===== src/sv/double_ended_queue_macros.svh =====
`ifndef DOUBLE_ENDED_QUEUE_MACROS_SVH
`define DOUBLE_ENDED_QUEUE_MACROS_SVH

// same-cycle implication, disabled during reset
`define DQ_ASSERT_SAME(label, clk, rst, ante, cons, msg) \
   label: assert property (@(posedge clk) disable iff (rst) (ante) |-> (cons)) \
      else $error(msg);

// next-cycle implication, disabled during reset
`define DQ_ASSERT_NEXT(label, clk, rst, ante, cons, msg) \
   label: assert property (@(posedge clk) disable iff (rst) (ante) |=> (cons)) \
      else $error(msg);

`endif


===== src/sv/dq_pkg.sv =====
package dq_pkg;

   localparam logic [2:0] MODE_PUSH_FRONT = 3'd0;
   localparam logic [2:0] MODE_PUSH_BACK  = 3'd1;
   localparam logic [2:0] MODE_POP_FRONT  = 3'd2;
   localparam logic [2:0] MODE_POP_BACK   = 3'd3;
   localparam logic [2:0] MODE_QUERY      = 3'd4;

   localparam logic [1:0] STATUS_DONE  = 2'd0;
   localparam logic [1:0] STATUS_FULL  = 2'd1;
   localparam logic [1:0] STATUS_EMPTY = 2'd2;

   localparam int WORD_W = 32;
   localparam int MODE_W = 3;
   localparam int STAT_W = 2;

   typedef struct packed {
      logic load;
      logic exec;
      logic rd;
   } dq_cmd_type;

endpackage


===== src/sv/dq_ram.sv =====
module dq_ram #(
   parameter int WIDTH = 32,
   parameter int DEPTH = 64
) (
   input  logic                     clock,
   input  logic                     wr_en,
   input  logic [$clog2(DEPTH)-1:0] wr_addr,
   input  logic [WIDTH-1:0]         wr_data,
   input  logic                     rd_en,
   input  logic [$clog2(DEPTH)-1:0] rd_addr,
   output logic [WIDTH-1:0]         rd_data
);

   logic [WIDTH-1:0] mem_ff [DEPTH];
   logic [WIDTH-1:0] rd_data_ff;

   always_ff @(posedge clock) begin
      if (wr_en) begin
         mem_ff[wr_addr] <= wr_data;
      end
      if (rd_en) begin
         rd_data_ff <= mem_ff[rd_addr];
      end
   end

   assign rd_data = rd_data_ff;

endmodule


===== src/sv/dq_ctrl.sv =====
module dq_ctrl (
   input  logic               clock,
   input  logic               reset,
   input  logic               req_tvalid,
   output logic               req_tready,
   output logic               rsp_tvalid,
   input  logic               rsp_tready,
   output dq_pkg::dq_cmd_type cmd
);
   import dq_pkg::*;

   localparam logic [1:0] S_IDLE = 2'd0;
   localparam logic [1:0] S_EXEC = 2'd1;
   localparam logic [1:0] S_READ = 2'd2;
   localparam logic [1:0] S_RESP = 2'd3;

   logic [1:0] state_ff;
   logic [1:0] state_in;

   always_comb begin
      state_in = state_ff;
      case (state_ff)
         S_IDLE: begin
            if (req_tvalid) begin
               state_in = S_EXEC;
            end
         end
         S_EXEC: state_in = S_READ;
         S_READ: state_in = S_RESP;
         S_RESP: begin
            if (rsp_tready) begin
               state_in = S_IDLE;
            end
         end
         default: state_in = S_IDLE;
      endcase
   end

   always_ff @(posedge clock) begin
      if (reset) begin
         state_ff <= S_IDLE;
      end else begin
         state_ff <= state_in;
      end
   end

   assign req_tready = (state_ff == S_IDLE);
   assign rsp_tvalid = (state_ff == S_RESP);
   assign cmd.load   = req_tready && req_tvalid;
   assign cmd.exec   = (state_ff == S_EXEC);
   assign cmd.rd     = (state_ff == S_READ);

endmodule


===== src/sv/dq_dpath.sv =====
module dq_dpath #(
   parameter int DEPTH = 64
) (
   input  logic                          clock,
   input  logic                          reset,
   input  dq_pkg::dq_cmd_type            cmd,
   input  logic [dq_pkg::MODE_W-1:0]     mode,
   input  logic [dq_pkg::WORD_W-1:0]     value,
   output logic [dq_pkg::WORD_W-1:0]     front_value,
   output logic [dq_pkg::WORD_W-1:0]     back_value,
   output logic [$clog2(DEPTH+1)-1:0]    occupancy,
   output logic                          is_empty,
   output logic [dq_pkg::STAT_W-1:0]     status
);
   import dq_pkg::*;

   localparam int PTR_W = $clog2(DEPTH);
   localparam int CNT_W = $clog2(DEPTH + 1);
   localparam logic [PTR_W-1:0] LAST_SLOT = PTR_W'(DEPTH - 1);
   localparam logic [CNT_W-1:0] FULL_CNT  = CNT_W'(DEPTH);

   function automatic logic [PTR_W-1:0] slot_next(input logic [PTR_W-1:0] s);
      return (s == LAST_SLOT) ? '0 : s + PTR_W'(1);
   endfunction

   function automatic logic [PTR_W-1:0] slot_prev(input logic [PTR_W-1:0] s);
      return (s == '0) ? LAST_SLOT : s - PTR_W'(1);
   endfunction

   logic [MODE_W-1:0] mode_ff;
   logic [WORD_W-1:0] value_ff;
   logic [PTR_W-1:0]  front_ff, front_in;
   logic [PTR_W-1:0]  back_ff, back_in;
   logic [CNT_W-1:0]  count_ff, count_in;
   logic [STAT_W-1:0] status_ff, status_in;
   logic              wr_en;
   logic [PTR_W-1:0]  wr_addr;
   logic [WORD_W-1:0] rd_front;
   logic [WORD_W-1:0] rd_back;
   logic              full;
   logic              empty;

   assign full  = (count_ff == FULL_CNT);
   assign empty = (count_ff == '0);

   always_comb begin
      front_in  = front_ff;
      back_in   = back_ff;
      count_in  = count_ff;
      status_in = STATUS_DONE;
      wr_en     = 1'b0;
      wr_addr   = back_ff;
      case (mode_ff)
         MODE_PUSH_FRONT: begin
            if (full) begin
               status_in = STATUS_FULL;
            end else begin
               front_in = slot_prev(front_ff);
               wr_addr  = slot_prev(front_ff);
               wr_en    = 1'b1;
               count_in = count_ff + CNT_W'(1);
            end
         end
         MODE_PUSH_BACK: begin
            if (full) begin
               status_in = STATUS_FULL;
            end else begin
               back_in  = slot_next(back_ff);
               wr_en    = 1'b1;
               count_in = count_ff + CNT_W'(1);
            end
         end
         MODE_POP_FRONT: begin
            if (empty) begin
               status_in = STATUS_EMPTY;
            end else begin
               front_in = slot_next(front_ff);
               count_in = count_ff - CNT_W'(1);
            end
         end
         MODE_POP_BACK: begin
            if (empty) begin
               status_in = STATUS_EMPTY;
            end else begin
               back_in  = slot_prev(back_ff);
               count_in = count_ff - CNT_W'(1);
            end
         end
         default: begin
            status_in = STATUS_DONE;
         end
      endcase
   end

   always_ff @(posedge clock) begin
      if (reset) begin
         front_ff <= '0;
         back_ff  <= '0;
         count_ff <= '0;
      end else if (cmd.exec) begin
         front_ff <= front_in;
         back_ff  <= back_in;
         count_ff <= count_in;
      end
   end

   always_ff @(posedge clock) begin
      if (cmd.load) begin
         mode_ff  <= mode;
         value_ff <= value;
      end
      if (cmd.exec) begin
         status_ff <= status_in;
      end
   end

   // two copies of the store, one per read port
   dq_ram #(
      .WIDTH (WORD_W),
      .DEPTH (DEPTH)
   ) u_ram_front (
      .clock   (clock),
      .wr_en   (cmd.exec && wr_en),
      .wr_addr (wr_addr),
      .wr_data (value_ff),
      .rd_en   (cmd.rd),
      .rd_addr (front_ff),
      .rd_data (rd_front)
   );

   dq_ram #(
      .WIDTH (WORD_W),
      .DEPTH (DEPTH)
   ) u_ram_back (
      .clock   (clock),
      .wr_en   (cmd.exec && wr_en),
      .wr_addr (wr_addr),
      .wr_data (value_ff),
      .rd_en   (cmd.rd),
      .rd_addr (slot_prev(back_ff)),
      .rd_data (rd_back)
   );

   assign front_value = empty ? '0 : rd_front;
   assign back_value  = empty ? '0 : rd_back;
   assign occupancy   = count_ff;
   assign is_empty    = empty;
   assign status      = status_ff;

endmodule


===== src/sv/double_ended_queue.sv =====
// sequence: an input transfer is registered, then the deque is updated, the store
//   is read and the result is made valid; no new transfer is taken until the result
//   is taken, per the accept, update, store read and result steps of the controller
// reset: synchronous, clears front and back slots, count and controller state;
//   store contents stay undefined until pushed, no clearing pass
`include "double_ended_queue_macros.svh"

module double_ended_queue #(
   parameter int DEPTH = 64
) (
   input  logic                                    clock,
   input  logic                                    reset,
   input  logic                                    req_tvalid,
   output logic                                    req_tready,
   input  logic [dq_pkg::WORD_W-1:0]               req_tdata,  // value
   input  logic [dq_pkg::MODE_W-1:0]               req_tuser,  // mode
   output logic                                    rsp_tvalid,
   input  logic                                    rsp_tready,
   // front_value, back_value, occupancy, is_empty, zero pad
   output logic [((65 + $clog2(DEPTH + 1) + 7) / 8) * 8 - 1:0] rsp_tdata,
   output logic [dq_pkg::STAT_W-1:0]               rsp_tuser   // status
);
   import dq_pkg::*;

   localparam int CNT_W   = $clog2(DEPTH + 1);
   localparam int TDATA_W = ((65 + CNT_W + 7) / 8) * 8;

   dq_cmd_type        cmd;
   logic [WORD_W-1:0] front_value;
   logic [WORD_W-1:0] back_value;
   logic [CNT_W-1:0]  occupancy;
   logic              is_empty;
   logic [STAT_W-1:0] status;

   dq_ctrl u_ctrl (
      .clock      (clock),
      .reset      (reset),
      .req_tvalid (req_tvalid),
      .req_tready (req_tready),
      .rsp_tvalid (rsp_tvalid),
      .rsp_tready (rsp_tready),
      .cmd        (cmd)
   );

   dq_dpath #(
      .DEPTH (DEPTH)
   ) u_dpath (
      .clock       (clock),
      .reset       (reset),
      .cmd         (cmd),
      .mode        (req_tuser),
      .value       (req_tdata),
      .front_value (front_value),
      .back_value  (back_value),
      .occupancy   (occupancy),
      .is_empty    (is_empty),
      .status      (status)
   );

   assign rsp_tdata = TDATA_W'({is_empty, occupancy, back_value, front_value});
   assign rsp_tuser = status;

   `DQ_ASSERT_SAME(a_full_count, clock, reset, rsp_tvalid && status == STATUS_FULL,
      occupancy == CNT_W'(DEPTH), "push dropped while not full")
   `DQ_ASSERT_SAME(a_empty_zero, clock, reset, rsp_tvalid && is_empty,
      front_value == '0 && back_value == '0 && occupancy == '0, "empty result not zero")
   `DQ_ASSERT_SAME(a_pop_empty, clock, reset, rsp_tvalid && status == STATUS_EMPTY,
      is_empty, "pop ignored on non-empty deque")
   `DQ_ASSERT_NEXT(a_one_at_a_time, clock, reset, req_tvalid && req_tready,
      !req_tready && !rsp_tvalid, "new transfer taken while busy")

endmodule


===== config.mk =====
export PLATFORM = sky130hd
export DESIGN_NAME = double_ended_queue
export DESIGN_NICKNAME = d
export VERILOG_FILES = /design/src/sv/dq_pkg.sv /design/src/sv/dq_ram.sv /design/src/sv/dq_ctrl.sv /design/src/sv/dq_dpath.sv /design/src/sv/double_ended_queue.sv
export VERILOG_INCLUDE_DIRS = /design/src /design/src/sv
export SDC_FILE = /design/constraint.sdc
export NUM_CORES = 2
export LEC_CHECK = 0
export BUFFER_PORTS_ARGS = -buffer_cell sky130_fd_sc_hd__buf_2
export CORE_AREA = 2 2 589 591
export CTS_CLUSTER_SIZE = 28
export DETAILED_ROUTE_END_ITERATION = 12
export DIE_AREA = 0 0 591 593
export PLACE_DENSITY_LB_ADDON = 0.25
export SLEW_MARGIN = 20
export SYNTH_ARGS = -nofsm -noshare
export SYNTH_HDL_FRONTEND = slang
export SYNTH_HIERARCHICAL = 1
export SYNTH_SLANG_ARGS = --single-unit

===== constraint.sdc =====
create_clock -name clock -period 7.1 [get_ports clock]
set_clock_uncertainty 0.2 [all_clocks]
set_input_delay 1.42 -clock clock [delete_from_list [all_inputs] [get_ports clock]]
set_output_delay 1.42 -clock clock [all_outputs]
set_load 0.05 [all_outputs]

==> metrics.sh <==
OUTCOME='finished clean'
DESIGN_POWER_TOTAL_mW=57.3
TNS_PS=0
SYNTH.CELLS.MOST_FREQUENT='edfxtp_1, mux4_2, nor2_1'
CRITICALPATHCATEGORY='flop to flop'
DIE_WIDTH_UM=591
GLOBAL_ROUTE.OVERFLOW_TOTAL=0
DRT-VIAS-PER-INSTANCE=6.20
POWER.DENSITY_nW_PER_UM2=312
CRIT_PATH_MAX_FANOUT=49
DRT_PRE_ANTENNA_ITERS=5
CLK_TRANSITION_REPORTED_PATHS_PS=60
ASYNC_RESET_FF_SHARE_PCT=0
TRITONCTS='built'
MAX_SLEW.WORST_PIN.SLEW_PS=1190
DRT-INITIAL-DRC-COUNT=10200
FIN_CELLS=12400
PLACEDINSTANCEAREA_UM2=170000
TIMING.CRITICAL_PATH.REQUIRED_PS=7510
POST_CTS_SETUP_REPAIR_BUFFER_COUNT=0
POSTSYNTHAREAPERCELL_UM2=23.0
GRT_PASS1_WL_MM=582
SETUP_VIOL_COUNT_FINAL=0
MAX_CAP_VIOL_COUNT=0
INITIAL_CORE_UTIL_PCT=46.8
FINISH.NET_COUNT=7499
YS_FF_LATCH=4218
SLEW-LIMIT-HEADROOM_PCT=20.2
KIND_OF_PATH_BEHIND_THE_TIGHTEST_HOLD_CHECK='flop to flop'
TIMING.FINAL.MAX_SLEW_VIOLATIONS=0
YOSYSSEQAREASHARE_PCT=78.5
CLK_LATENCY_PS=970
CRITICAL_PATH.REG2REG.STARTPOINT='u_dpath/front_ff[1]'
HOLDBUFCOUNTCTS=0
SYNTH_LARGEST_TYPE_AREA_FRACTION_PCT=78.2
POST-SYNTH-TOP-COUNT-CELL='edfxtp_1'
NUM_IO_PINS=115
SYN-NUM-NETS=7066
NETLIST-CELL-TYPE-COUNT=68
DRT-TOTAL-WL_MM=415
CLOCK_SINK_COUNT=4218
ANTENNA_FOUND_INITIAL=34
WORST_SETUP_START_KIND='flop'
TIMING.CRITICAL_PATH.FROM='u_dpath/front_ff[1]'
DESIGN_AREA_UM2=183000
TIMING.FINAL.HOLD_VIOLATIONS=0
PLACEMENT.IO_BUFFERS=114
ENDPOINT_KIND='flop'
CLOCK_TREE.BUFFER_DEPTH=4
YOSYS_MOST_USED_DFF='edfxtp_1'
CLOCK-ROOT-BUFFER='clkbuf_16'
ACHIEVABLE-FREQUENCY_MHz=194
SYN_AREA_UM2=161000
CORE.ROWCOUNT=216
GRT.TOTAL_USAGE_PCT=23.5
PLACEABLECOREAREA_UM2=345000
WORST-ENDPOINT-ARRIVAL_PS=5570
FINAL_ANTENNA_NET_COUNT=0
POST_SYNTH_INST_COUNT=7010
SYNTHTOLAYOUTAREAGROWTH_PCT=13.7
FIN_HOLD_WS_PS=309
DRCVIOLATIONCOUNT=0
NUMBER_OF_VIAS_AFTER_DETAILED_ROUTING=76800
SYNTH-EDFF-COUNT=4197
FINAL_PERIOD_MINUS_WORST_SETUP_SLACK_PS=5160
RESIZED_CELLS_POST_CTS=0
GRT_START_MAX_NET_PINS=129
POST_ROUTE_CELLS_DRIVE_ABOVE_1_SHARE_PCT=28.9
HOLD_PATH.STARTPOINT='u_dpath/occupancy[4]'
FIRST_GLOBAL_VIAS=75600
YOSYS-TOP-CELLS-AREA='edfxtp_1, mux4_2, mux2i_1, nor2_1, o22ai_1'
POST_DRT_WL_PER_CELL_UM=33.5
HPWL_MM=245
DIE_Y_UM=593
FINALWEIGHTEDCONGESTION=0.887
YOSYSWARNINGCOUNT=6
TOTAL_LEAKAGE_POWER_nW=56.9
PERIOD_SHARE_PCT=72.7
PLACE_INST=11600
VDD_DROP_MAX_uV=214
SYNTH_TOP_CELL_BY_AREA='edfxtp_1'
DIEAREA_UM2=350000
HTREEDEPTH=5
NUMBER_OF_BUFFERS_CREATED_BY_CTS=419
RSZ0062_AT_GRT='false'
-- worst paths after layout --
kind,to,slack (ps),cells after the start
worst max-delay path,u_dpath/u_ram_back/mem_ff[21][17],1940,9
worst min-delay path,u_dpath/occupancy[4],310,2
worst min register to register,u_dpath/occupancy[4],310,2
worst max register to register,u_dpath/u_ram_back/mem_ff[21][17],1940,9
-- layer usage --
layer | GRT usage [%] | share of wire [%] | wire, um | vias up
li1 | - | - | - | 30800
met3 | 4.18 | 8.5 | 35100 | 547
met2 | 38.1 | 49 | 204000 | 3517
met5 | 0 | 0.0048 | 20 | -
met4 | 6.70 | 2.9 | 12200 | 4
met1 | 33.2 | 39 | 164000 | 41900
-- registers in the layout (all words and copies together) (netlist names) --
signal                       count
u_dpath/u_ram_front/rd_data     32
u_dpath/u_ram_back/rd_data      32
u_dpath/mode_ff                  3
u_dpath/occupancy                7
u_dpath/back_ff                  6
u_dpath/value_ff                32
u_dpath/front_ff                 6
u_dpath/status                   2
u_ctrl/state_ff                  2
u_dpath/u_ram_front/mem_ff    2048
u_dpath/u_ram_back/mem_ff     2048
-- where the power goes --
group	total, mW	internal (mW)	switching [mW]	leakage [nW]
sequential	28.7	28.6	0.181	37.9
combinational	7.00	1.98	5.02	12.5
clock	21.5	12.2	9.31	6.50
-- cell type report --
| class | instances | area (um2) |
|---|---|---|
| clock inverters | 257 | 2240 |
| diodes | 21 | 52.6 |
| inverters | 12 | 52.6 |
| flip-flops and latches | 4218 | 126000 |
| multi-input cells | 2393 | 33800 |
| well taps | 4578 | 5730 |
| clock buffers | 516 | 11100 |
| fillers | 25900 | 161000 |
| repair buffers | 399 | 3850 |
-- cell usage in the layout, fill, tap and decap left out, drive strengths merged, types with 5 or more instances in the layout --
master	synthesis	final
a21oi	144	144
a211oi	7	7
buf	227	399
ha	16	16
mux2i	188	188
a311oi	22	22
mux4	1088	1088
bufinv	0	32
nand2b	17	17
nor2b	98	98
nand2	74	74
o221ai	54	54
and2	8	8
nand4	5	5
a22oi	25	25
clkbuf	160	516
and3	11	11
clkinv	0	194
a31oi	14	14
nor3	24	24
xnor2	7	7
a41o	8	8
o32ai	8	8
inv	12	26
diode	0	21
nand3	17	17
nand3b	12	12
o21ai	14	14
o22ai	168	168
dfxtp	21	21
clkinvlp	0	17
or3b	11	11
or3	8	8
edfxtp	4197	4197
nor3b	5	5
or2	7	7
nor2	304	304
-- critical path, cell delays in order (launching register included) --
cell and delay, ps:
dfxtp_4 870, inv_1 230, ha_1 310, xnor2_1 160
a31oi_2 210, buf_4 270, nor2b_1 250, nand3_1 850
nor2_4 960, buf_4 430
-- per-stage QoR --
step	setup WS, ps	utilization (%)
after floorplan	1750	-
after global placement	1760	48.9
after detailed placement	1730	49.2
after CTS	1710	53.1
after global routing	1820	53.2
final	1940	53.2
-- logic make-up (layout without fill, tap and decap cells) --
family | count (synthesis) | in the layout | synth area share (%)
AO/OA/AOI/OAI | 479 | 479 | 1.95
other | 0 | 21 | 0
buffers and inverters | 399 | 1184 | 1.20
flip-flops | 4218 | 4218 | 78.5
multiplexers | 1277 | 1277 | 16.4
XOR/XNOR | 9 | 9 | 0.0536
adder cells (fa/ha/maj) | 17 | 17 | 0.137
AND/OR/NAND/NOR | 611 | 611 | 1.82
Power figures use the tool's default switching activity.
